`config.mk`:
```
export PLATFORM = sky130hd
export DESIGN_NAME = class_histogram_entropy_unit
export DESIGN_NICKNAME = d
export VERILOG_FILES = /design/src/rtl/che_pkg.sv /design/src/rtl/class_histogram_entropy_unit.sv /design/src/rtl/che_log2.sv /design/src/rtl/che_div.sv
export SDC_FILE = /design/constraint.sdc
export NUM_CORES = 2
export LEC_CHECK = 0
export BUFFER_PORTS_ARGS = -buffer_cell sky130_fd_sc_hd__buf_2
export CELL_PAD_IN_SITES_DETAIL_PLACEMENT = 1
export CELL_PAD_IN_SITES_GLOBAL_PLACEMENT = 1
export CORE_UTILIZATION = 58
export DETAILED_ROUTE_END_ITERATION = 8
export GPL_ROUTABILITY_DRIVEN = 0
export HOLD_SLACK_MARGIN = 0.03
export PLACE_DENSITY_LB_ADDON = 0.2
export RECOVER_POWER = 50
export SYNTH_ARGS = -nofsm -noshare
export SYNTH_HDL_FRONTEND = slang
export SYNTH_SLANG_ARGS = --single-unit
```
`constraint.sdc`:
```
create_clock -name clk_i -period 23.4 [get_ports clk_i]
set_input_delay 0 -clock clk_i [delete_from_list [all_inputs] [get_ports clk_i]]
set_output_delay 0 -clock clk_i [all_outputs]
set_load 0.05 [all_outputs]
```
`src/rtl/che_pkg.sv`:
```
// shared constants for the class histogram entropy unit
package che_pkg;

  localparam int LABEL_W = 6;
  localparam int CFG_W   = 7;
  localparam int ENT_W   = 19;
  localparam int TOTAL_W = 16;
  localparam int FRAC_W  = 16;

  localparam logic [CFG_W-1:0]   CFG_RESET = 7'd2;
  localparam logic [ENT_W-1:0]   ENT_MAX   = {ENT_W{1'b1}};
  localparam logic [TOTAL_W-1:0] TOTAL_MAX = {TOTAL_W{1'b1}};

endpackage

```
`src/rtl/class_histogram_entropy_unit.sv`:
```
// top level: class histogram with base-2 shannon entropy on the last sample
//
// Labels are counted into a histogram memory of NUM_CLASSES entries; each
// counting transfer reads the count, then writes back the incremented count,
// and a transfer with a label at or above num_classes is not counted but
// flags the error. After the last sample the unit walks the histogram
// once, one class at a time, clearing each entry as it goes. A shared log unit
// gives log2 of the total and of each nonzero count by normalizing one bit at
// a time and then squaring once per fraction bit, with LW = max(W,32) bits of
// normalization and W = COUNT_BITS + clog2(NUM_CLASSES). Each nonzero class
// also takes a read, a check, a multiply and an accumulate step, each empty
// class a read and a check, and a restoring divider gives one quotient bit per
// cycle (QW = W + log width + 1 bits). An empty node skips the walk. After
// reset the memory is cleared one entry at a time before the first label
// transfer is taken. The result sits in an output register, so label
// transfers resume while it waits to be taken.
module class_histogram_entropy_unit #(
  parameter int NUM_CLASSES = 64,
  parameter int COUNT_BITS  = 16
) (
  input  logic                          clk_i,
  input  logic                          rst_ni,
  input  logic                          cfg_we_i,
  input  logic [che_pkg::CFG_W-1:0]     cfg_data_i,
  input  logic                          in_valid_i,
  output logic                          in_stall_o,
  input  logic [che_pkg::LABEL_W-1:0]   class_label_i,
  input  logic                          last_sample_i,
  output logic                          out_valid_o,
  input  logic                          out_stall_i,
  output logic [che_pkg::ENT_W-1:0]     entropy_q16_o,
  output logic [che_pkg::TOTAL_W-1:0]   sample_total_o,
  output logic                          label_error_o
);

  localparam int IW  = (NUM_CLASSES > 2) ? $clog2(NUM_CLASSES) : 1;
  localparam int LXW = (IW > che_pkg::LABEL_W) ? IW : che_pkg::LABEL_W;
  localparam int SW  = COUNT_BITS + IW;               // exact sum of all counts
  localparam int LW  = (SW > 32) ? SW : 32;
  localparam int LGW = $clog2(LW) + che_pkg::FRAC_W;  // log result width
  localparam int AW  = SW + LGW;                      // accumulator width
  localparam int QW  = AW + 1;                        // dividend and quotient

  localparam logic [COUNT_BITS-1:0] CMAX = {COUNT_BITS{1'b1}};

  // sequencer states
  localparam logic [3:0] S_CLR  = 4'd0;
  localparam logic [3:0] S_IDLE = 4'd1;
  localparam logic [3:0] S_INC  = 4'd2;
  localparam logic [3:0] S_LTS  = 4'd3;
  localparam logic [3:0] S_LT   = 4'd4;
  localparam logic [3:0] S_RD   = 4'd5;
  localparam logic [3:0] S_RDW  = 4'd6;
  localparam logic [3:0] S_LC   = 4'd7;
  localparam logic [3:0] S_MUL  = 4'd8;
  localparam logic [3:0] S_ACC  = 4'd9;
  localparam logic [3:0] S_DIVS = 4'd10;
  localparam logic [3:0] S_DIV  = 4'd11;
  localparam logic [3:0] S_OUT  = 4'd12;

  logic [3:0]                   state_q;
  logic [che_pkg::CFG_W-1:0]    ncls_q;
  logic [IW-1:0]                idx_q;
  logic                         last_q;
  logic [SW-1:0]                sum_q;
  logic [che_pkg::TOTAL_W-1:0]  total_q;
  logic                         err_q;
  logic [LGW-1:0]               lt_q;
  logic [LGW-1:0]               diff_q;
  logic [COUNT_BITS-1:0]        c_q;
  logic [COUNT_BITS+LGW-1:0]    prod_q;
  logic [AW-1:0]                acc_q;
  logic [che_pkg::ENT_W-1:0]    ent_q;

  logic                         out_valid_q;
  logic [che_pkg::ENT_W-1:0]    out_ent_q;
  logic [che_pkg::TOTAL_W-1:0]  out_total_q;
  logic                         out_err_q;

  // histogram memory
  logic [COUNT_BITS-1:0]        hist_mem [NUM_CLASSES];
  logic [COUNT_BITS-1:0]        rd_q;
  logic [IW-1:0]                rd_addr;
  logic                         wr_en;
  logic [COUNT_BITS-1:0]        wr_data;

  logic                         in_xfer;
  logic [LXW-1:0]               label_x;
  logic [IW-1:0]                label_idx;
  logic                         label_ok;
  logic                         walk_end;
  logic                         out_free;

  logic                         lg_start;
  logic [SW-1:0]                lg_x;
  logic                         lg_done;
  logic [LGW-1:0]               lg_res;

  logic                         div_start;
  logic [QW-1:0]                div_num;
  logic                         div_done;
  logic [QW-1:0]                div_quo;

  assign in_xfer   = in_valid_i && !in_stall_o;
  assign in_stall_o = (state_q != S_IDLE);
  assign label_x   = LXW'(class_label_i);
  assign label_idx = label_x[IW-1:0];
  assign label_ok  = ({1'b0, class_label_i} < ncls_q) &&
                     (32'(class_label_i) < 32'(NUM_CLASSES));
  assign walk_end  = (idx_q == IW'(NUM_CLASSES - 1));
  assign out_free  = !out_valid_q || !out_stall_i;

  // memory port control
  always_comb begin
    rd_addr = idx_q;
    wr_en   = 1'b0;
    wr_data = '0;
    case (state_q)
      S_IDLE: rd_addr = label_idx;
      S_CLR:  wr_en   = 1'b1;
      S_INC: begin
        wr_en   = (rd_q != CMAX);
        wr_data = rd_q + 1'b1;
      end
      S_RDW:  wr_en   = 1'b1;  // clear each entry as the walk passes it
      default: ;
    endcase
  end

  always_ff @(posedge clk_i) begin
    if (wr_en) begin
      hist_mem[idx_q] <= wr_data;
    end
    rd_q <= hist_mem[rd_addr];
  end

  // shared log unit: total first, then each nonzero count
  // an empty node never starts it, log of zero would not normalize
  assign lg_start = (state_q == S_LTS && sum_q != '0) || (state_q == S_RDW && rd_q != '0);
  assign lg_x     = (state_q == S_LTS) ? sum_q : SW'(rd_q);

  che_log2 #(.XW(SW)) u_log (
    .clk_i   (clk_i),
    .rst_ni  (rst_ni),
    .start_i (lg_start),
    .x_i     (lg_x),
    .done_o  (lg_done),
    .lg_o    (lg_res)
  );

  // round half up: (acc + T/2) / T
  assign div_start = (state_q == S_DIVS);
  assign div_num   = QW'(acc_q) + QW'(sum_q >> 1);

  che_div #(.NW(QW), .DW(SW)) u_div (
    .clk_i   (clk_i),
    .rst_ni  (rst_ni),
    .start_i (div_start),
    .num_i   (div_num),
    .den_i   (sum_q),
    .done_o  (div_done),
    .quo_o   (div_quo)
  );

  // sequencer
  always_ff @(posedge clk_i or negedge rst_ni) begin
    if (!rst_ni) begin
      state_q     <= S_CLR;
      ncls_q      <= che_pkg::CFG_RESET;
      idx_q       <= '0;
      last_q      <= 1'b0;
      sum_q       <= '0;
      total_q     <= '0;
      err_q       <= 1'b0;
      out_valid_q <= 1'b0;
    end else begin
      if (cfg_we_i) begin
        ncls_q <= cfg_data_i;
      end
      // output register: refilled from S_OUT, emptied when taken
      if (out_free) begin
        out_valid_q <= (state_q == S_OUT);
      end
      case (state_q)
        S_CLR: begin
          if (walk_end) begin
            idx_q   <= '0;
            state_q <= S_IDLE;
          end else begin
            idx_q <= idx_q + 1'b1;
          end
        end
        S_IDLE: begin
          if (in_xfer) begin
            idx_q  <= label_idx;
            last_q <= last_sample_i;
            if (label_ok) begin
              state_q <= S_INC;
            end else begin
              err_q <= 1'b1;
              if (last_sample_i) begin
                state_q <= S_LTS;
              end
            end
          end
        end
        S_INC: begin
          if (rd_q != CMAX) begin
            sum_q <= sum_q + 1'b1;
          end
          if (total_q != che_pkg::TOTAL_MAX) begin
            total_q <= total_q + 1'b1;
          end
          state_q <= last_q ? S_LTS : S_IDLE;
        end
        S_LTS: begin
          idx_q <= '0;
          // empty node: histogram is already all zero
          state_q <= (sum_q == '0) ? S_OUT : S_LT;
        end
        S_LT: begin
          if (lg_done) begin
            state_q <= S_RD;
          end
        end
        S_RD: state_q <= S_RDW;
        S_RDW: begin
          if (rd_q != '0) begin
            state_q <= S_LC;
          end else if (walk_end) begin
            state_q <= S_DIVS;
          end else begin
            idx_q   <= idx_q + 1'b1;
            state_q <= S_RD;
          end
        end
        S_LC: begin
          if (lg_done) begin
            state_q <= S_MUL;
          end
        end
        S_MUL: state_q <= S_ACC;
        S_ACC: begin
          if (walk_end) begin
            state_q <= S_DIVS;
          end else begin
            idx_q   <= idx_q + 1'b1;
            state_q <= S_RD;
          end
        end
        S_DIVS: state_q <= S_DIV;
        S_DIV: begin
          if (div_done) begin
            state_q <= S_OUT;
          end
        end
        S_OUT: begin
          if (out_free) begin
            sum_q       <= '0;
            total_q     <= '0;
            err_q       <= 1'b0;
            idx_q       <= '0;
            state_q     <= S_IDLE;
          end
        end
        default: state_q <= S_IDLE;
      endcase
    end
  end

  // datapath registers
  always_ff @(posedge clk_i) begin
    case (state_q)
      S_LTS: begin
        acc_q <= '0;
        ent_q <= '0;
      end
      S_LT: begin
        if (lg_done) begin
          lt_q <= lg_res;
        end
      end
      S_RDW: c_q <= rd_q;
      S_LC: begin
        if (lg_done) begin
          diff_q <= (lt_q > lg_res) ? (lt_q - lg_res) : '0;
        end
      end
      S_MUL: prod_q <= (COUNT_BITS+LGW)'(c_q) * (COUNT_BITS+LGW)'(diff_q);
      S_ACC: acc_q  <= acc_q + AW'(prod_q);
      S_DIV: begin
        if (div_done) begin
          ent_q <= (div_quo > QW'(che_pkg::ENT_MAX)) ? che_pkg::ENT_MAX
                                                     : div_quo[che_pkg::ENT_W-1:0];
        end
      end
      S_OUT: begin
        if (out_free) begin
          out_ent_q   <= ent_q;
          out_total_q <= total_q;
          out_err_q   <= err_q;
        end
      end
      default: ;
    endcase
  end

  assign out_valid_o    = out_valid_q;
  assign entropy_q16_o  = out_ent_q;
  assign sample_total_o = out_total_q;
  assign label_error_o  = out_err_q;

  // a node with no counted samples has zero entropy
  a_empty_zero: assert property (@(posedge clk_i) disable iff (!rst_ni)
    out_valid_o && (sample_total_o == '0) |-> (entropy_q16_o == '0))
    else $error("nonzero entropy for empty node");

  // the exact sum and the saturating total are zero together
  a_sum_total: assert property (@(posedge clk_i) disable iff (!rst_ni)
    (total_q == '0) |-> (sum_q == '0))
    else $error("sum and total disagree");

  // log results only arrive while the sequencer waits for them
  a_log_wait: assert property (@(posedge clk_i) disable iff (!rst_ni)
    lg_done |-> (state_q == S_LT || state_q == S_LC))
    else $error("unexpected log result");

  // divider results only arrive in the divide state
  a_div_wait: assert property (@(posedge clk_i) disable iff (!rst_ni)
    div_done |-> (state_q == S_DIV))
    else $error("unexpected quotient");

endmodule

```
`src/rtl/che_log2.sv`:
```
// iterative base-2 log in q16: normalize one bit a cycle, then one squaring a cycle
module che_log2 #(
  parameter int XW = 16,
  parameter int LW = (XW > 32) ? XW : 32,
  parameter int RW = $clog2(LW) + che_pkg::FRAC_W
) (
  input  logic          clk_i,
  input  logic          rst_ni,
  input  logic          start_i,
  input  logic [XW-1:0] x_i,
  output logic          done_o,
  output logic [RW-1:0] lg_o
);

  localparam int NW = $clog2(LW);
  localparam logic [1:0] L_IDLE = 2'd0;
  localparam logic [1:0] L_NORM = 2'd1;
  localparam logic [1:0] L_SQ   = 2'd2;

  logic [1:0]                  state_q;
  logic [LW-1:0]               norm_q;
  logic [NW-1:0]               sh_q;
  logic [31:0]                 m_q;
  logic [3:0]                  cnt_q;
  logic [che_pkg::FRAC_W-1:0]  frac_q;
  logic                        done_q;
  logic [63:0]                 sq;
  logic [32:0]                 sq_s;
  logic [NW-1:0]               n_val;

  assign sq    = 64'(m_q) * 64'(m_q);
  assign sq_s  = sq[63:31];
  assign n_val = NW'(LW - 1) - sh_q;

  always_ff @(posedge clk_i or negedge rst_ni) begin
    if (!rst_ni) begin
      state_q <= L_IDLE;
      done_q  <= 1'b0;
    end else begin
      done_q <= (state_q == L_SQ) && (cnt_q == 4'd15);
      case (state_q)
        L_IDLE: begin
          if (start_i) begin
            state_q <= L_NORM;
          end
        end
        L_NORM: begin
          if (norm_q[LW-1]) begin
            state_q <= L_SQ;
          end
        end
        L_SQ: begin
          if (cnt_q == 4'd15) begin
            state_q <= L_IDLE;
          end
        end
        default: state_q <= L_IDLE;
      endcase
    end
  end

  always_ff @(posedge clk_i) begin
    case (state_q)
      L_IDLE: begin
        norm_q <= LW'(x_i);
        sh_q   <= '0;
        cnt_q  <= '0;
        frac_q <= '0;
      end
      L_NORM: begin
        if (norm_q[LW-1]) begin
          m_q <= norm_q[LW-1 -: 32];
        end else begin
          norm_q <= norm_q << 1;
          sh_q   <= sh_q + 1'b1;
        end
      end
      L_SQ: begin
        cnt_q <= cnt_q + 1'b1;
        if (sq_s[32]) begin
          m_q    <= sq_s[32:1];
          frac_q <= {frac_q[che_pkg::FRAC_W-2:0], 1'b1};
        end else begin
          m_q    <= sq_s[31:0];
          frac_q <= {frac_q[che_pkg::FRAC_W-2:0], 1'b0};
        end
      end
      default: ;
    endcase
  end

  assign done_o = done_q;
  assign lg_o   = {n_val, frac_q};

endmodule

```
`src/rtl/che_div.sv`:
```
// restoring divider, one quotient bit per cycle
module che_div #(
  parameter int NW = 40,
  parameter int DW = 22
) (
  input  logic          clk_i,
  input  logic          rst_ni,
  input  logic          start_i,
  input  logic [NW-1:0] num_i,
  input  logic [DW-1:0] den_i,
  output logic          done_o,
  output logic [NW-1:0] quo_o
);

  localparam int CW = $clog2(NW + 1);

  logic          busy_q;
  logic          done_q;
  logic [CW-1:0] cnt_q;
  logic [NW-1:0] q_q;
  logic [DW:0]   rem_q;
  logic [DW-1:0] den_q;
  logic [DW:0]   rem_sh;
  logic          ge;

  assign rem_sh = {rem_q[DW-1:0], q_q[NW-1]};
  assign ge     = rem_sh >= {1'b0, den_q};

  always_ff @(posedge clk_i or negedge rst_ni) begin
    if (!rst_ni) begin
      busy_q <= 1'b0;
      done_q <= 1'b0;
      cnt_q  <= '0;
    end else begin
      done_q <= busy_q && (cnt_q == CW'(NW - 1));
      if (start_i && !busy_q) begin
        busy_q <= 1'b1;
        cnt_q  <= '0;
      end else if (busy_q) begin
        cnt_q <= cnt_q + 1'b1;
        if (cnt_q == CW'(NW - 1)) begin
          busy_q <= 1'b0;
        end
      end
    end
  end

  always_ff @(posedge clk_i) begin
    if (start_i && !busy_q) begin
      q_q   <= num_i;
      rem_q <= '0;
      den_q <= den_i;
    end else if (busy_q) begin
      rem_q <= ge ? (rem_sh - {1'b0, den_q}) : rem_sh;
      q_q   <= {q_q[NW-2:0], ge};
    end
  end

  assign done_o = done_q;
  assign quo_o  = q_q;

endmodule
```
==> impl_metrics.py <==
metrics = {
    "outcome": {
        "status": "finished, violations left",
        "failed_checks": "max-capacitance violations, max-slew violations",
    },
    "timing": {
        "fmax_mhz": 97.2,
        "finalMaxSlewViolations": 1036,
        "setup_viol": 0,
        "period_minus_slack_ns": 10.28,
        "final_hold_viol_count": 0,
        "finClkSkew_ns": 0.0857,
        "relSlewSlack": -2.09,
        "finalCritPeriodShare": 0.440,
        "fin_tns_setup_ns": 0,
        "worst_slew_pin_slew_ns": 4.64,
        "rsz0062_at_grt": "no",
    },
    "routing": {
        "met3WireLength_mm": 27.1,
        "ant_nets": 0,
        "routed_wl_mm": 323,
        "drt_iter0_drc": 7058,
        "wire_per_inst_um": 29.7,
        "via_count": 69056,
        "top_layer": "met5",
        "wl_met1_mm": 115,
        "via_per_inst": 6.35,
        "met2_wirelength_mm": 161,
        "drt_first_pass_iters": 8,
        "drc_errors": 0,
    },
    "cells_and_area": {
        "design_area_um2": 111000,
        "nets": 10007,
        "drive_above_1_share": 0.0808,
        "multi_input_area_um2": 52100,
        "area.growth.synth_to_final_pct": 8.36,
        "fillers": 17094,
        "regArea_um2": 43700,
        "fin_util": 0.635,
    },
    "placed_design": {
        "hpwl_mm": 206,
        "dpl-instance-area_um2": 106000,
        "portBuffers": 56,
    },
    "cts": {
        "path_clk_slew_ns": 0.07,
        "htree_levels": 4,
        "ctsRootBufferMaster": "clkbuf_16",
        "post-cts-setup-buffers": 0,
        "clockBufferDepth": 3,
        "cts_tree": "built",
        "clock_latency_ns": 0.85,
        "cts_resized": 0,
        "clock_sink_count": 1479,
        "cts_buffers": 151,
    },
    "global_routing": {
        "antenna_found_initial": 16,
        "grt_pass1_wl_mm": 487,
        "grt_max_degree": 108,
        "grt_pass1_vias": 77554,
        "gr-total-overflow": 0,
        "grt_usage": 0.368,
    },
    "synth": {
        "synth_cell_type_count": 81,
        "ys.flop_type": "edfxtp_1",
        "ys_ff_latch": 1479,
        "synthAdderAreaFrac": 0.271,
        "async_reset_ff_frac": 0.0467,
        "synth_xor_area_frac": 0.0201,
        "synth_top_family_by_area": "adder cells",
        "yosys.area_share.simple": 0.0953,
        "syn_inst": 8364,
        "syn-cell-area_um2": 102000,
        "syn_nets": 9961,
        "yosysSeqAreaShare": 0.427,
        "yosysWarnings": 0,
        "synth.area.mux_share": 0.0621,
        "syn_avg_cell_area_um2": 12.2,
        "synth_edf_count": 1372,
        "synth_compound_area_frac": 0.0594,
    },
    "pwr": {
        "leakage_nw": 47.7,
        "p_clk_frac": 0.401,
        "total_power_mw": 6.47,
        "powerDensity_nw_per_um2": 58.4,
        "p_sw_mw": 1.83,
        "seqPwrFrac": 0.466,
        "p_int_mw": 4.64,
        "peakVddDrop_uv": 90.9,
        "combPwrFrac": 0.133,
        "switching_share": 0.282,
    },
    "die": {
        "die_h_um": 422,
        "die_area_um2": 178000,
        "coreArea_um2": 174000,
        "num_rows": 153,
        "io_pins": 57,
        "initial_core_util": 0.586,
        "die_w_um": 422,
    },
    "run": {
        "drv_cap": 24,
    },
    "critical_path": {
        "start_kind": "register",
        "worstPathArrival_ns": 10.87,
        "required_ns": 23.99,
        "critPathKind": "reg -> reg",
        "reg2reg_slack_ns": 13.12,
        "crit_fanout": 40,
        "endpoint_kind": "register",
    },
    "hold_path": {
        "hold_class": "in -> reg",
    },
}
## kinds of logic (layout without fill, tap and decap cells)
group | Yosys count | after routing
AO/OA/AOI/OAI | 951 | 951
XOR/XNOR | 234 | 234
adder cells (fa/ha/maj) | 1578 | 1578
buffers and inverters | 1751 | 1926
flip-flops | 1479 | 1479
multiplexers | 313 | 313
other | 0 | 6
AND/OR/NAND/NOR | 2058 | 2058
## cells in the final DEF, fill, tap and decap left out, types with 36 or more instances in the layout
master | synthesis | final
nand3_1 | 82 | 82
mux4_2 | 256 | 256
nor2_1 | 329 | 320
fa_1 | 1059 | 1059
clkbuf_1 | 325 | 114
a211oi_1 | 95 | 95
dfxtp_1 | 38 | 38
xnor2_1 | 137 | 136
edfxtp_1 | 1372 | 1372
and2_1 | 435 | 422
nor3_1 | 63 | 63
xor2_1 | 97 | 97
dfrtp_1 | 68 | 68
nand4_1 | 36 | 36
a311oi_1 | 36 | 36
and3_1 | 44 | 43
o21ai_0 | 215 | 215
buf_4 | 0 | 118
a31oi_1 | 68 | 68
o21a_1 | 38 | 38
a21o_1 | 85 | 85
dlygate4sd3_1 | 0 | 38
a21oi_1 | 246 | 243
inv_1 | 1386 | 1386
nand2_1 | 891 | 890
mux2i_1 | 49 | 46
clkbuf_16 | 0 | 151
ha_1 | 519 | 519
## cell type report
type / count / area share
timing repair buffer: 256 / 0.0155
antenna: 6 / 0.000136
clock buffer: 194 / 0.0363
sequential: 1479 / 0.394
multi-input combinational: 5134 / 0.470
clock inverter: 88 / 0.00992
tap: 2325 / 0.0263
inverter: 1388 / 0.0470
## cells in the mapped netlist, types with 85 or more instances
library cell / count / share of area
inv_1: 1386 / 0.051
edfxtp_1: 1372 / 0.40
fa_1: 1059 / 0.21
nand2_1: 891 / 0.033
ha_1: 519 / 0.064
and2_1: 435 / 0.027
nor2_1: 329 / 0.012
clkbuf_1: 325 / 0.012
mux4_2: 256 / 0.056
a21oi_1: 246 / 0.012
o21ai_0: 215 / 0.011
xnor2_1: 137 / 0.012
xor2_1: 97 / 0.0083
a211oi_1: 95 / 0.0070
a21o_1: 85 / 0.0062
## layer usage
| layer | GRT usage | vias up |
|---|---|---|
| met5 | 0 | - |
| met4 | 0.191 | 12 |
| met3 | 0.0612 | 1171 |
| met2 | 0.623 | 3982 |
| met1 | 0.455 | 35652 |
| li1 | - | 28239 |
## metrics by stage
stage	instances	hold WS (ns)	setup WS, ns
global route	10868	0.163	12.88
floorplan	8364	-0.296	14.96
finish	10870	0.155	13.12
CTS	10864	0.0397	13.18
global placement	10544	0.220	13.50
detailed placement	10544	0.221	13.21
## state kept, by name (all words and copies together), names as in the netlist, 19 cells and up
name / cells
prod_q: 37
entropy_q16_o: 19
u_div.den_q: 22
hist_mem: 1024
u_log.m_q: 32
diff_q: 21
lt_q: 21
u_div.rem_q: 22
u_div.quo_o: 44
ent_q: 19
acc_q: 43
u_log.norm_q: 32
sum_q: 22
## path summary, 6_finish.rpt
path	start	to	cells after the start
max in group asynchronous	rst_ni	u_log.state_q[1]$_DFFE_PN0P_	2
min in group asynchronous	rst_ni	u_div.busy_q$_DFF_PN0_	2
setup reg to reg	u_log.m_q[17]$_DFFE_PP_	u_log.m_q[27]$_DFFE_PP_	27
hold / removal	in_valid_i	err_q$_DFFE_PN0P_	5
setup / recovery	u_log.m_q[17]$_DFFE_PP_	u_log.m_q[27]$_DFFE_PP_	27
hold reg to reg	ent_q[14]$_SDFFCE_PN0P_	entropy_q16_o[14]$_DFFE_PP_	0
## power groups by stage
stage	combinational, mW	clock [mW]	sequential [mW]
finish	0.859	2.59	3.02
global route	0.885	2.67	3.02
CTS	0.830	2.54	3.01
detailed placement	0.802	0	3.06
global placement	0.777	0	3.06
floorplan	0.539	0	3.03
## critical path, cell delays in order (launching register included)
cell	delay, ns
edfxtp_1	0.90
buf_4	0.45
nand2_1	0.18
fa_1	0.57
fa_1	0.52
inv_1	0.05
fa_1	0.50
inv_1	0.06
fa_1	0.53
inv_1	0.05
fa_1	0.49
fa_1	0.56
fa_1	0.44
fa_1	0.45
ha_1	0.32
nand3_1	0.16
or4_1	0.57
or4_1	0.45
a221oi_2	0.47
nor4_1	0.13
buf_4	0.20
o41a_1	0.46
a21oi_2	0.18
xnor2_2	0.13
buf_4	0.50
nor4b_1	0.12
a41o_1	0.23
a311o_1	0.32
## what timing repair did
| item | in CTS | in global routing |
|---|---|---|
| endpoints found under the hold margin | 97 | 0 |
| hold buffers | 38 | 0 |
| setup endpoints to repair | 0 | 0 |
No activity file was read; power rests on OpenSTA's default activity.
